===== src/rtl/pbct_pkg.sv =====
// ----------------------------------------------------------------------------
// pbct_pkg
// Shared codes, field widths and controller/datapath interface types for the
// piece and block completion tracker.
// ----------------------------------------------------------------------------
package pbct_pkg;

    localparam int MODE_W     = 4;
    localparam int IDX_W      = 12;
    localparam int TOTAL_W    = 13;
    localparam int BPP_W      = 7;
    localparam int REQ_W      = 8;
    localparam int COUNT_W    = 7;
    localparam int ERR_W      = 2;
    localparam int CFG_W      = 13;
    localparam int IN_DATA_W  = 16;
    localparam int OUT_DATA_W = 40;

    localparam logic [TOTAL_W-1:0] TOTAL_RESET = 13'd4096;
    localparam logic [BPP_W-1:0]   BPP_RESET   = 7'd16;
    localparam logic [REQ_W-1:0]   REQ_LIMIT   = 8'd255;

    // Configuration register indexes
    localparam logic REG_TOTAL_BLOCKS = 1'b0;
    localparam logic REG_BPP          = 1'b1;

    // Operation codes
    localparam logic [MODE_W-1:0] MODE_BLOCK_ADD   = 4'd0;
    localparam logic [MODE_W-1:0] MODE_REQ_ADD     = 4'd1;
    localparam logic [MODE_W-1:0] MODE_REQ_DROP    = 4'd2;
    localparam logic [MODE_W-1:0] MODE_PIECE_ADD   = 4'd3;
    localparam logic [MODE_W-1:0] MODE_PIECE_DEL   = 4'd4;
    localparam logic [MODE_W-1:0] MODE_PIECE_QUERY = 4'd5;
    localparam logic [MODE_W-1:0] MODE_FIRST_MISS  = 4'd6;
    localparam logic [MODE_W-1:0] MODE_LEAST_REQ   = 4'd7;
    localparam logic [MODE_W-1:0] MODE_CLEAR       = 4'd8;

    // Error codes
    localparam logic [ERR_W-1:0] ERR_OK    = 2'd0;
    localparam logic [ERR_W-1:0] ERR_RANGE = 2'd1;
    localparam logic [ERR_W-1:0] ERR_REQ   = 2'd2;

    typedef struct packed {
        logic capture;
        logic sweep_init;
        logic sweep_step;
        logic clear_res;
        logic err_range;
        logic div_init;
        logic div_step;
        logic mul_sel_q;
        logic mul_load;
        logic bupd;
        logic pchk;
        logic walk;
        logic pwr;
        logic out_load;
    } cmd_t;

    typedef struct packed {
        logic [MODE_W-1:0] mode;
        logic              blk_ok;
        logic              piece_ok;
        logic              sweep_last;
        logic              div_last;
        logic              walk_done;
        logic              out_free;
    } status_t;

endpackage


===== src/rtl/pbct_ctrl.sv =====
// ----------------------------------------------------------------------------
// pbct_ctrl
// Sequencer of the completion tracker: steps one word at a time through
// range check, division, store update, piece walk, clearing sweep and result hand-off.
// ----------------------------------------------------------------------------
module pbct_ctrl (
    input  logic              clk,
    input  logic              rst_n,
    input  logic              cfg_we,
    input  logic              s_tvalid,
    output logic              s_tready,
    input  pbct_pkg::status_t status,
    output pbct_pkg::cmd_t    cmd
);

    typedef enum logic [11:0] {
        S_IDLE  = 12'b000000000001,
        S_WIPE  = 12'b000000000010,
        S_CLEAR = 12'b000000000100,
        S_DISP  = 12'b000000001000,
        S_DIV   = 12'b000000010000,
        S_BMUL  = 12'b000000100000,
        S_BUPD  = 12'b000001000000,
        S_PCHK  = 12'b000010000000,
        S_WALK  = 12'b000100000000,
        S_PWR   = 12'b001000000000,
        S_DONE  = 12'b010000000000,
        S_SPARE = 12'b100000000000
    } state_t;

    state_t state_reg, state_next;

    // A register write takes priority over a word in the idle state.
    assign s_tready = (state_reg == S_IDLE) && !cfg_we;

    always_comb
    begin
        state_next = state_reg;
        cmd        = '0;
        unique case (state_reg)
            S_IDLE:
            begin
                if (cfg_we)
                begin
                    cmd.sweep_init = 1'b1;
                    state_next     = S_WIPE;
                end
                else if (s_tvalid)
                begin
                    cmd.capture = 1'b1;
                    state_next  = S_DISP;
                end
            end
            // A sweep with no result owed (after reset or a register write).
            S_WIPE:
            begin
                if (cfg_we)
                begin
                    cmd.sweep_init = 1'b1;
                end
                else
                begin
                    cmd.sweep_step = 1'b1;
                    if (status.sweep_last)
                    begin
                        state_next = S_IDLE;
                    end
                end
            end
            S_CLEAR:
            begin
                if (cfg_we)
                begin
                    cmd.sweep_init = 1'b1;
                end
                else
                begin
                    cmd.sweep_step = 1'b1;
                    if (status.sweep_last)
                    begin
                        state_next = S_DONE;
                    end
                end
            end
            S_DISP:
            begin
                cmd.clear_res = 1'b1;
                unique case (status.mode) inside
                    [pbct_pkg::MODE_BLOCK_ADD:pbct_pkg::MODE_REQ_DROP]:
                    begin
                        if (status.blk_ok)
                        begin
                            cmd.div_init = 1'b1;
                            state_next   = S_DIV;
                        end
                        else
                        begin
                            cmd.err_range = 1'b1;
                            state_next    = S_DONE;
                        end
                    end
                    [pbct_pkg::MODE_PIECE_ADD:pbct_pkg::MODE_LEAST_REQ]:
                    begin
                        cmd.mul_load = 1'b1;
                        state_next   = S_PCHK;
                    end
                    pbct_pkg::MODE_CLEAR:
                    begin
                        cmd.sweep_init = 1'b1;
                        state_next     = S_CLEAR;
                    end
                    default:
                    begin
                        state_next = S_DONE;
                    end
                endcase
            end
            S_DIV:
            begin
                cmd.div_step = 1'b1;
                if (status.div_last)
                begin
                    state_next = S_BMUL;
                end
            end
            S_BMUL:
            begin
                cmd.mul_sel_q = 1'b1;
                cmd.mul_load  = 1'b1;
                state_next    = S_BUPD;
            end
            S_BUPD:
            begin
                cmd.bupd   = 1'b1;
                state_next = S_DONE;
            end
            S_PCHK:
            begin
                cmd.pchk = 1'b1;
                if (!status.piece_ok || status.mode == pbct_pkg::MODE_PIECE_QUERY)
                begin
                    state_next = S_DONE;
                end
                else
                begin
                    state_next = S_WALK;
                end
            end
            S_WALK:
            begin
                cmd.walk = 1'b1;
                if (status.walk_done)
                begin
                    state_next = S_PWR;
                end
            end
            S_PWR:
            begin
                cmd.pwr    = 1'b1;
                state_next = S_DONE;
            end
            S_DONE:
            begin
                if (status.out_free)
                begin
                    cmd.out_load = 1'b1;
                    state_next   = S_IDLE;
                end
            end
            default:
            begin
                state_next = S_IDLE;
            end
        endcase
    end

    always_ff @(posedge clk or negedge rst_n)
    begin
        if (!rst_n)
        begin
            state_reg <= S_WIPE;
        end
        else
        begin
            state_reg <= state_next;
        end
    end

endmodule


===== config.mk =====
export PLATFORM = sky130hd
export DESIGN_NAME = pbct_ctrl
export DESIGN_NICKNAME = d
export VERILOG_FILES = /design/src/rtl/pbct_pkg.sv /design/src/rtl/pbct_ctrl.sv
export SDC_FILE = /design/constraint.sdc
export NUM_CORES = 1
export LEC_CHECK = 0
export ABC_AREA = 1
export BUFFER_PORTS_ARGS = -buffer_cell sky130_fd_sc_hd__buf_4
export CORE_UTILIZATION = 53
export DETAILED_ROUTE_END_ITERATION = 8
export PLACE_DENSITY = 0.87
export SLEW_MARGIN = 5
export SYNTH_ARGS = -nofsm -noshare
export SYNTH_HDL_FRONTEND = slang
export SYNTH_SLANG_ARGS = --single-unit

===== constraint.sdc =====
create_clock -name clk -period 4.16 [get_ports clk]
set_clock_uncertainty 0.2 [all_clocks]
set_input_delay 0.416 -clock clk [delete_from_list [all_inputs] [get_ports clk]]
set_output_delay 0.416 -clock clk [all_outputs]
set_load 0.01 [all_outputs]

# [Yosys cells after proc, flatten, opt, wreduce, memory -nomap -nowiden]
# Index checks and enable logic that the tools add are counted.
[word_totals] ff_bits=12 input_bits=14 out_inout_bits=15 wordCells=71
[classes] magnitude_cmp=4 n_eq_ne=21 n_mux=35 reduce_logical=10
[ops] op="one-hot mux 12 bit (10 select lines)" count=1
[ops] op="two-way mux 12 bit" count=9
[ops] op="one-hot mux 11 bit (3 select lines)" count=1
[ops] op="two-way mux 11 bit" count=2
[ops] op="two-way mux 1 bit" count=18
[ops] op="!= test 2 bit (second input constant)" count=7
[ops] op="== test 12 x 1 -> 1 bit (second input constant)" count=1
[ops] op="== test 12 x 10 -> 1 bit (second input constant)" count=1
[ops] op="== test 12 x 11 -> 1 bit (second input constant)" count=1
[ops] op="== test 12 x 2 -> 1 bit (second input constant)" count=1
[ops] op="== test 12 x 3 -> 1 bit (second input constant)" count=1
[ops] op="== test 12 x 4 -> 1 bit (second input constant)" count=1
[ops] op="== test 12 x 5 -> 1 bit (second input constant)" count=1
[ops] op="== test 12 x 6 -> 1 bit (second input constant)" count=1
[ops] op="== test 12 x 7 -> 1 bit (second input constant)" count=1
[ops] op="== test 12 x 8 -> 1 bit (second input constant)" count=1
[ops] op="== test 12 x 9 -> 1 bit (second input constant)" count=1
[ops] op="AND reduction 8 bit" count=1
[ops] op="== test 4 x 3 -> 1 bit (second input constant)" count=1
[ops] op="== test 4 bit (second input constant)" count=1
[ops] op="greater-or-equal comparator 4 x 1 -> 1 bit (second input constant)" count=1
[ops] op="greater-or-equal comparator 4 x 2 -> 1 bit (second input constant)" count=1
[ops] op="<= comparator 4 x 2 -> 1 bit (second input constant)" count=1
[ops] op="<= comparator 4 x 3 -> 1 bit (second input constant)" count=1
[ops] op="9 further kinds" count=14

# [Depth between registers and ports, before layout]
# Gate-level depths: netlist of run 1.
[depth] depth_word=4 depth_mapped=11 ltp_nobuf=11

# [Least setup slack after synthesis of run 1]
# OpenSTA, ideal clock, no wires.
[synth_timing] path_type="register to output" start="register state_reg[10]" end="output cmd[13] (netlist name)" arrival_time_ns=1.367 required_time_ns=3.544 setup_slack_ns=2.177 stages_incl_launch_ff=6 path_buffers=0 cell_sequence="dfrtp_1 -> nor2_2 -> nand2_4 -> nor2_8 -> nand3_4 -> nor4_1"
[synth_lines] item="from (decl)" line_no="pbct_ctrl.sv:31" rtl="state_t state_reg, state_next;"
[synth_lines] item="from (signal assigned)" line_no="pbct_ctrl.sv:185" rtl="state_reg <= state_next;"
[synth_lines] item="to (decl)" line_no="pbct_ctrl.sv:13" rtl="output pbct_pkg::cmd_t cmd"

==> impl_results.md, run 1 <==
* Status: complete, no violations
* Hold Path Depth at 4
* Number of library cell types mapped by synthesis at 23
* Initial antenna violation count at 0
* TritonCTS buffer count at 3
* Routability-driven placement congestion ratio at 0.909
* First-pass GRT wire length at roughly 3700 um
* Min Tclk post-route at 2.42 ns
* Hold Crit Class: in2reg
* Worst Path Required at ~3.5 ns
* Reg2Reg Depth at 10
* Vias in the first global route at 866
* Cell-internal power at 260 uW
* Yosys top cell area share at 0.279
* Post-synth EDFFs at 0
* Sequential share of the synthesized area at 0.308
* Core Rows at 14
* CP Launch Type: register
* Reg2Reg Setup Slack at 2.40 ns
* Total negative slack at 0 ns
* Power Density at 413 nW/um^2
* Chip height at approximately 43 um
* Slew Limit Fails at 0
* Layout cells sized above 1 at 0.308
* Share of synthesized registers carrying an async set or reset at 1.00
* Ys flop type: dfrtp_1
* Final setup viols at 0
* CORE AREA at 1540 sq um
* WP data arrival at 1.81 ns
* Hold Crit Endpoint: state_reg[0]
* Top post-synthesis cells by area: dfrtp_1 28%, nand2_1 15%, inv_1 11%
* Post-route ant nets at 0
* Syn_nets at around 150
* Hold Vio Cnt, Final at 0
* Overall Power at about 480 uW
* DRC viols at 0
* Worst-path clk slew at 0.07 ns
* Root buf cell: clkbuf_4
* CP Class: reg2out
* Post-CTS Setup Bufs at 0
* Final Routed Wirelength at 2140 um
* Nature of the critical path endpoint: output port
* Gate power share at 0.536
* GRT overflow at 0
* Net Sw Power at 221 uW
* Max_cap viols at 0
* Final Non-Filler Cells at 188
* Initial Utilization at 0.583
* # diodes at 0
* Area delta synth->final at 29.7%
* Post-Syn Area at approximately 900 sq um
* Tcrit/Tclk final at 0.582
* Unrepaired setup endpoints after global routing: no
* Reg power frac at 0.305
* WL/cell at 11.4 um
* CTS tree: built
* DPL Wire Length at between 1500 and 2000 um
* Port Buf Inserts at 28
* Filler cells at 129
* Clock Sinks at 11
* Reg2reg start: state_reg[1]
* Largest net degree at the start of global routing at 12
* Worst flop-to-flop path endpoint: state_reg[10]
* VDD IR max at 0.000251 V
* Cell taking the most area after synthesis: dfrtp_1
* Final nets at approximately 190
* Power share of the clock group at 0.159
* Leak at ~0.00074 uW
* F_max at 413 MHz
* Avg Vias per Cell at around 5
* Syn_area_per_cell at 6.46 sq um
* DR vias at 947
* HP Start: s_tvalid
* Worst-Margin Slew at ~0.3 ns
* Global-route usage over all layers at 0.261
* First-pass DRT Iterations at 4
* Number of flip-flops under the largest register name at 11
* Clock latency on the worst-skew pair at around 0.28 ns
* I/O pin cnt at 29
* Cells after synthesis at 139
* Die area at 1860 sq um
* DRT iter0 DRCs at 40
* Sw Share at 0.460
* Count leader, synth: nand2_1
* Crit. Startpoint: state_reg[1]
* Slew HR at 0.799
* DIE WIDTH at 43.2 um
* Clock buffer depth at 2
* Critical Path Fanout Max at 5
* Placed instance count at 183
* H-tree depth at 1
* Yosys reg bits at 11
* Most frequent cells after synthesis: 36 x nand2_1, 26 x inv_1, 19 x nor2_1, 10 x dfrtp_1, 9 x nand3_1
* Synth warnings at 0
==> layout make-up <==
cell class | instances | area [sq um] | share of cell area
Multi-Input combinational cell | 97 | 505 | 0.434
Tap cell | 16 | 20.0 | 0.0172
Clock buffer | 4 | 26.3 | 0.0226
Inverter | 31 | 116 | 0.0999
Timing Repair Buffer | 29 | 220 | 0.189
Sequential cell | 11 | 277 | 0.237
==> stage by stage <==
step	instance area [sq um]	worst slack, ns	hold WS [ns]	utilization
finish	1160	1.74	0.230	0.756
global route	1160	1.59	0.258	0.756
CTS	1160	1.75	0.223	0.756
detailed placement	1130	2.10	0.0615	0.732
global placement	1130	2.13	0.0601	0.732
floorplan	898	2.18	-0.0796	-
==> critical path: stages (launching register included) <==
cell and delay (ns):
dfstp_2 0.60, nor2_2 0.07, nand2_2 0.11, nor2_4 0.06
nand3_1 0.09, nand2_1 0.09, nor4_1 0.33, buf_4 0.19
==> power by group through the flow <==
stage	combinational [uW]	clock [uW]	sequential, uW
after floorplan	182	0	142
after global placement	249	0	148
after detailed placement	254	0	148
after CTS	257	76.9	146
after global routing	286	80.0	148
final	258	76.4	147
==> cell usage in the layout, fill, tap and decap left out <==
master         instances
inv_2                  5
clkbuf_1               1
inv_1                 26
nor2_4                 4
o21ai_0                5
nand2_2                3
a21oi_1                1
nor2_1                19
nor2_8                 1
nand4_1                1
nand2_1               36
clkbuf_4               3
nand3_4                1
nand3_2                2
nand3b_1               1
buf_4                 28
nand3_1                9
nor3_2                 1
dfrtp_1               10
o21ai_1                2
nand2_4                1
nor4_1                 1
nor3_1                 5
dfstp_2                1
dlygate4sd3_1          1
o31ai_1                1
nor2_2                 3
==> cell families (layout without fill, tap and decap cells) <==
kind of cell	after synthesis	count (layout)	synth area share
buffers and inverters	31	64	0.130
AOI/OAI and AO/OA	9	9	0.0529
DFF	11	11	0.308
and+or+nand+nor	88	88	0.510
==> routing by layer <==
metal,vias to the layer above,GRT usage,share of wire
met5,-,0,0
met4,0,0.0909,0.014
met3,5,0.0340,0.066
met2,41,0.424,0.45
met1,413,0.353,0.47
li1,488,-,-
==> how the worst max path moves through the flow <==
stage | depth (start not counted) | endpoint | slack [ns]
finish | 7 | cmd[13] | 1.74
global route | 6 | cmd[13] | 1.59
CTS | 6 | cmd[13] | 1.75
detailed placement | 8 | cmd[12] | 2.10
global placement | 7 | cmd[13] | 2.13
floorplan | 5 | cmd[13] | 2.18
==> timing repair <==
item	4_1_cts	5_1_grt
hold buffers	1	0
endpoints found under the hold margin	11	0
gates resized for setup	0	0
No activity file was read; power rests on OpenSTA's default activity.
==> inputs of run 2 (changes only) <==
--- a/config.mk
+++ b/config.mk
@@ -5,11 +5,11 @@
 export SDC_FILE = /design/constraint.sdc
 export NUM_CORES = 1
 export LEC_CHECK = 0
-export ABC_AREA = 1
+export ABC_AREA = 0
 export BUFFER_PORTS_ARGS = -buffer_cell sky130_fd_sc_hd__buf_4
-export CORE_UTILIZATION = 53
+export CORE_UTILIZATION = 50
 export DETAILED_ROUTE_END_ITERATION = 8
-export PLACE_DENSITY = 0.87
+export PLACE_DENSITY = 0.82
 export SLEW_MARGIN = 5
 export SYNTH_ARGS = -nofsm -noshare
 export SYNTH_HDL_FRONTEND = slang
==> constraint.sdc (replaced) <==
create_clock -name clk -period 2.25 [get_ports clk]
set_clock_uncertainty 0.2 [all_clocks]
set_input_delay 0.225 -clock clk [delete_from_list [all_inputs] [get_ports clk]]
set_output_delay 0.225 -clock clk [all_outputs]
set_load 0.01 [all_outputs]
==> run 2 against run 1 <==
- the run now ends with negative setup slack left
- via count rose by 12%
- power increased by 120%
- cell count shrank 7.4%
- cell area grew 20%
- count of clock-buffer cells in the layout unchanged
- register-to-register slack worse by 2.3 ns
- sequential power is 110% higher
- setup slack worse by 1.9 ns
- critical endpoint is now cmd[11]
- area after synthesis up 5.3%
- critical path type unchanged
==> impl_results.md, run 2 <==
* Final worst setup slack at -0.119 ns (-1.86 ns)
* Core Rows at 15 (+1)
* Count leader, synth: nor2_1
* Power Density at 757 nW/um^2 (+83%)
* Clock buffer depth at 2 (unchanged)
* Area delta synth->final at 48.0%
* Nature of the critical path endpoint: output port
* Routability-driven placement congestion ratio at 0.872 (-4.1%)
* Final nets at 164 (-12%)
* Final Routed Wirelength at 3220 um (+50%)
* Worst-path clk slew at 0.08 ns (about the same)
* HP Start: status[0]
* Die area at 2070 sq um (+11%)
* DR vias at 1060 (+12%)
* GRT overflow at 0 (unchanged)
* Chip height at 45.5 um (+5.4%)
* Critical Path Fanout Max at 6 (+1)
* H-tree depth at 1 (unchanged)
* Post-Place Setup Slack at 0.0896 ns (-2.01 ns)
* Post-route ant nets at 0 (unchanged)
* WP data arrival at 1.94 ns (+0.13 ns)
* Commonest non-fill, non-tap cells in the layout: 39 x buf_4, 10 x nor2_1, 6 x nand2_1, 6 x dfrtp_2
* DIE WIDTH at 45.5 um (+5.4%)
* Avg Vias per Cell at 6.09 (+21%)
* Global-route usage over all layers at 0.285 (+0.0237)
* Post-Syn Area at 946 sq um (+5.3%)
* I/O pin cnt at 29 (unchanged)
* Reg2reg start: state_reg[1]
* Initial antenna violation count at 0 (unchanged)
* Hold Path Depth at 4 (unchanged)
* Final setup viols at 2 (+2)
* Top post-synthesis cells by area: dfrtp_1 26%, nor2_1 4.8%, nor4_4 4.5%
* CP Class: reg2out
* Ys flop type: dfrtp_1
* TritonCTS buffer count at 3 (unchanged)
* Syn_nets at 118 (-23%)
* Yosys reg bits at 11 (unchanged)
* Placed instance count at 152 (-17%)
* Leak at 0.000667 uW (-9.7%)
* CORE AREA at 1750 sq um (+13%)
* Number of library cell types mapped by synthesis at 47 (+100%)
* Syn_area_per_cell at 9.10 sq um (+41%)
* Hold Crit Class: in2reg
* Layout cells sized above 1 at 0.530 (+0.222)
* Initial Utilization at 0.542 (-0.0409)
* Sequential share of the synthesized area at 0.292 (-0.0155)
* Reg2Reg Depth at 6 (-4)
* DPL Wire Length at 1840 um (+3.4%)
* Reg2Reg Setup Slack at 0.12 ns (-2.28 ns)
* Failing checks: negative setup slack
* Filler cells at 105 (-19%)
* Hold Vio Cnt, Final at 0 (unchanged)
* VDD IR max at 0.000694 V (+180%)
* Share of synthesized registers carrying an async set or reset at 1.00 (unchanged)
* First-pass DRT Iterations at 4 (unchanged)
* Final Non-Filler Cells at 174 (-7.4%)
* Port Buf Inserts at 28 (unchanged)
* F_max at approximately 420 MHz
* Tcrit/Tclk final at 1.05
* Worst Path Required at 1.82 ns (-1.72 ns)
* Hold Crit Endpoint: state_reg[10]
* Unrepaired setup endpoints after global routing: yes
* Vias in the first global route at 932 (+7.6%)
* Total negative slack at -0.135 ns (-0.135 ns)
* Root buf cell: clkbuf_4
* Most frequent cells after synthesis: 12 x nor2_1, 10 x dfrtp_1, 7 x nor3_1, 6 x nand2_1
* Slew HR at 0.710 (-0.0892)
* DRT iter0 DRCs at 41 (+2.5%)
* Worst flop-to-flop path endpoint: state_reg[2]
* Synth warnings at 0 (unchanged)
* Number of flip-flops under the largest register name at 11 (unchanged)
* DRC viols at 0 (unchanged)
* Largest net degree at the start of global routing at 12 (unchanged)
* Clock latency on the worst-skew pair at 0.28 ns (about the same)
* CP Launch Type: register
* Clock Sinks at 11 (unchanged)
* Post-synth EDFFs at 0 (unchanged)
* # diodes at 0 (unchanged)
* Yosys top cell area share at 0.265 (-0.0140)
* Max_cap viols at 0 (unchanged)
* Cell taking the most area after synthesis: dfrtp_1
* WL/cell at 18.5 um (+62%)
* Min Tclk post-route at 2.37 ns
* Cells after synthesis at 104 (-25%)
* CTS tree: built
* First-pass GRT wire length at 4170 um (+14%)
* Status: finished with violations
* Slew Limit Fails at 0 (unchanged)
* Worst-Margin Slew at 0.432 ns (+0.133 ns)
* Leading cell type in the layout, fill and taps excluded: buf_4
## run 2: changes by cell type in the layout (fill, tap and decap cells not counted), moves of 3 or more
cell | before | now
dlygate4sd3_1 | 1 | 4
nor2_1 | 19 | 10
nor2_4 | 4 | 0
nand3_1 | 9 | 1
inv_1 | 26 | 5
inv_2 | 5 | 0
nand2_1 | 36 | 6
dfrtp_1 | 10 | 4
buf_4 | 28 | 39
dfrtp_2 | 0 | 6
buf_6 | 0 | 3
## run 2: report_power, final
part           switching [uW]  total [uW]  internal, uW
clock network            78.4         147          68.9
registers                83.1         315           232
logic                     284         598           314
## run 2: timing repair
| item | in CTS | in global routing |
|---|---|---|
| endpoints found under the hold margin | 14 | 0 |
| hold buffers | 4 | 0 |
| pin swaps | 1 | 10 |
| endpoints found under the setup margin | 5 | 11 |
| resized for setup | 7 | 16 |
| buffers inserted | 5 | 9 |
## run 2: logic make-up (layout without fill, tap and decap cells)
group	Yosys count	after routing	share of synthesized area
buf+inv	10	55	0.0661
compound gates	17	17	0.128
simple gates	62	62	0.476
flops	11	11	0.292
xor+xnor	4	4	0.0370
## run 2: worst max-delay path by stage
stage | to | startpoint | cells after the start
after floorplan | state_reg[0] | state_reg[1] | 6
after global placement | cmd[8] | state_reg[4] | 5
after detailed placement | cmd[5] | state_reg[4] | 5
after CTS | cmd[8] | state_reg[1] | 6
after global routing | cmd[11] | state_reg[2] | 5
final | cmd[11] | state_reg[2] | 5
## run 2: cell type report
type / count / area, sq um / share of cell area
tap: 25 / 31.3 / 0.0223
timing repair buffer: 46 / 367 / 0.262
multi-input combinational: 83 / 673 / 0.481
inverter: 5 / 18.8 / 0.0134
sequential: 11 / 284 / 0.203
clock buffer: 4 / 26.3 / 0.0188
## run 2: worst max-delay path: stages, from the launching register on
cell and delay [ns]:
dfrtp_2 0.47, buf_4 0.18, xnor2_1 0.14, nor3_1 0.32, nor3b_1 0.37, buf_4 0.19
## run 2: metrics by stage
| step | instance area [sq um] | utilization | hold slack, ns | power (uW) |
|---|---|---|---|---|
| final | 1400 | 0.802 | 0.0233 | 1060 |
| after global routing | 1400 | 0.802 | 0.0524 | 1100 |
| after CTS | 1270 | 0.730 | 0.0239 | 939 |
| after detailed placement | 1140 | 0.655 | -0.130 | 722 |
| after global placement | 1140 | 0.655 | -0.130 | 710 |
| after floorplan | 946 | - | -0.271 | 623 |
## run 2: metal layers
layer  vias to the layer above  share of wire  track usage
met3                        14          0.075       0.0317
li1                        473              -            -
met2                        68           0.51        0.454
met4                         0          0.033        0.176
met5                         -              0            0
met1                       505           0.38        0.363
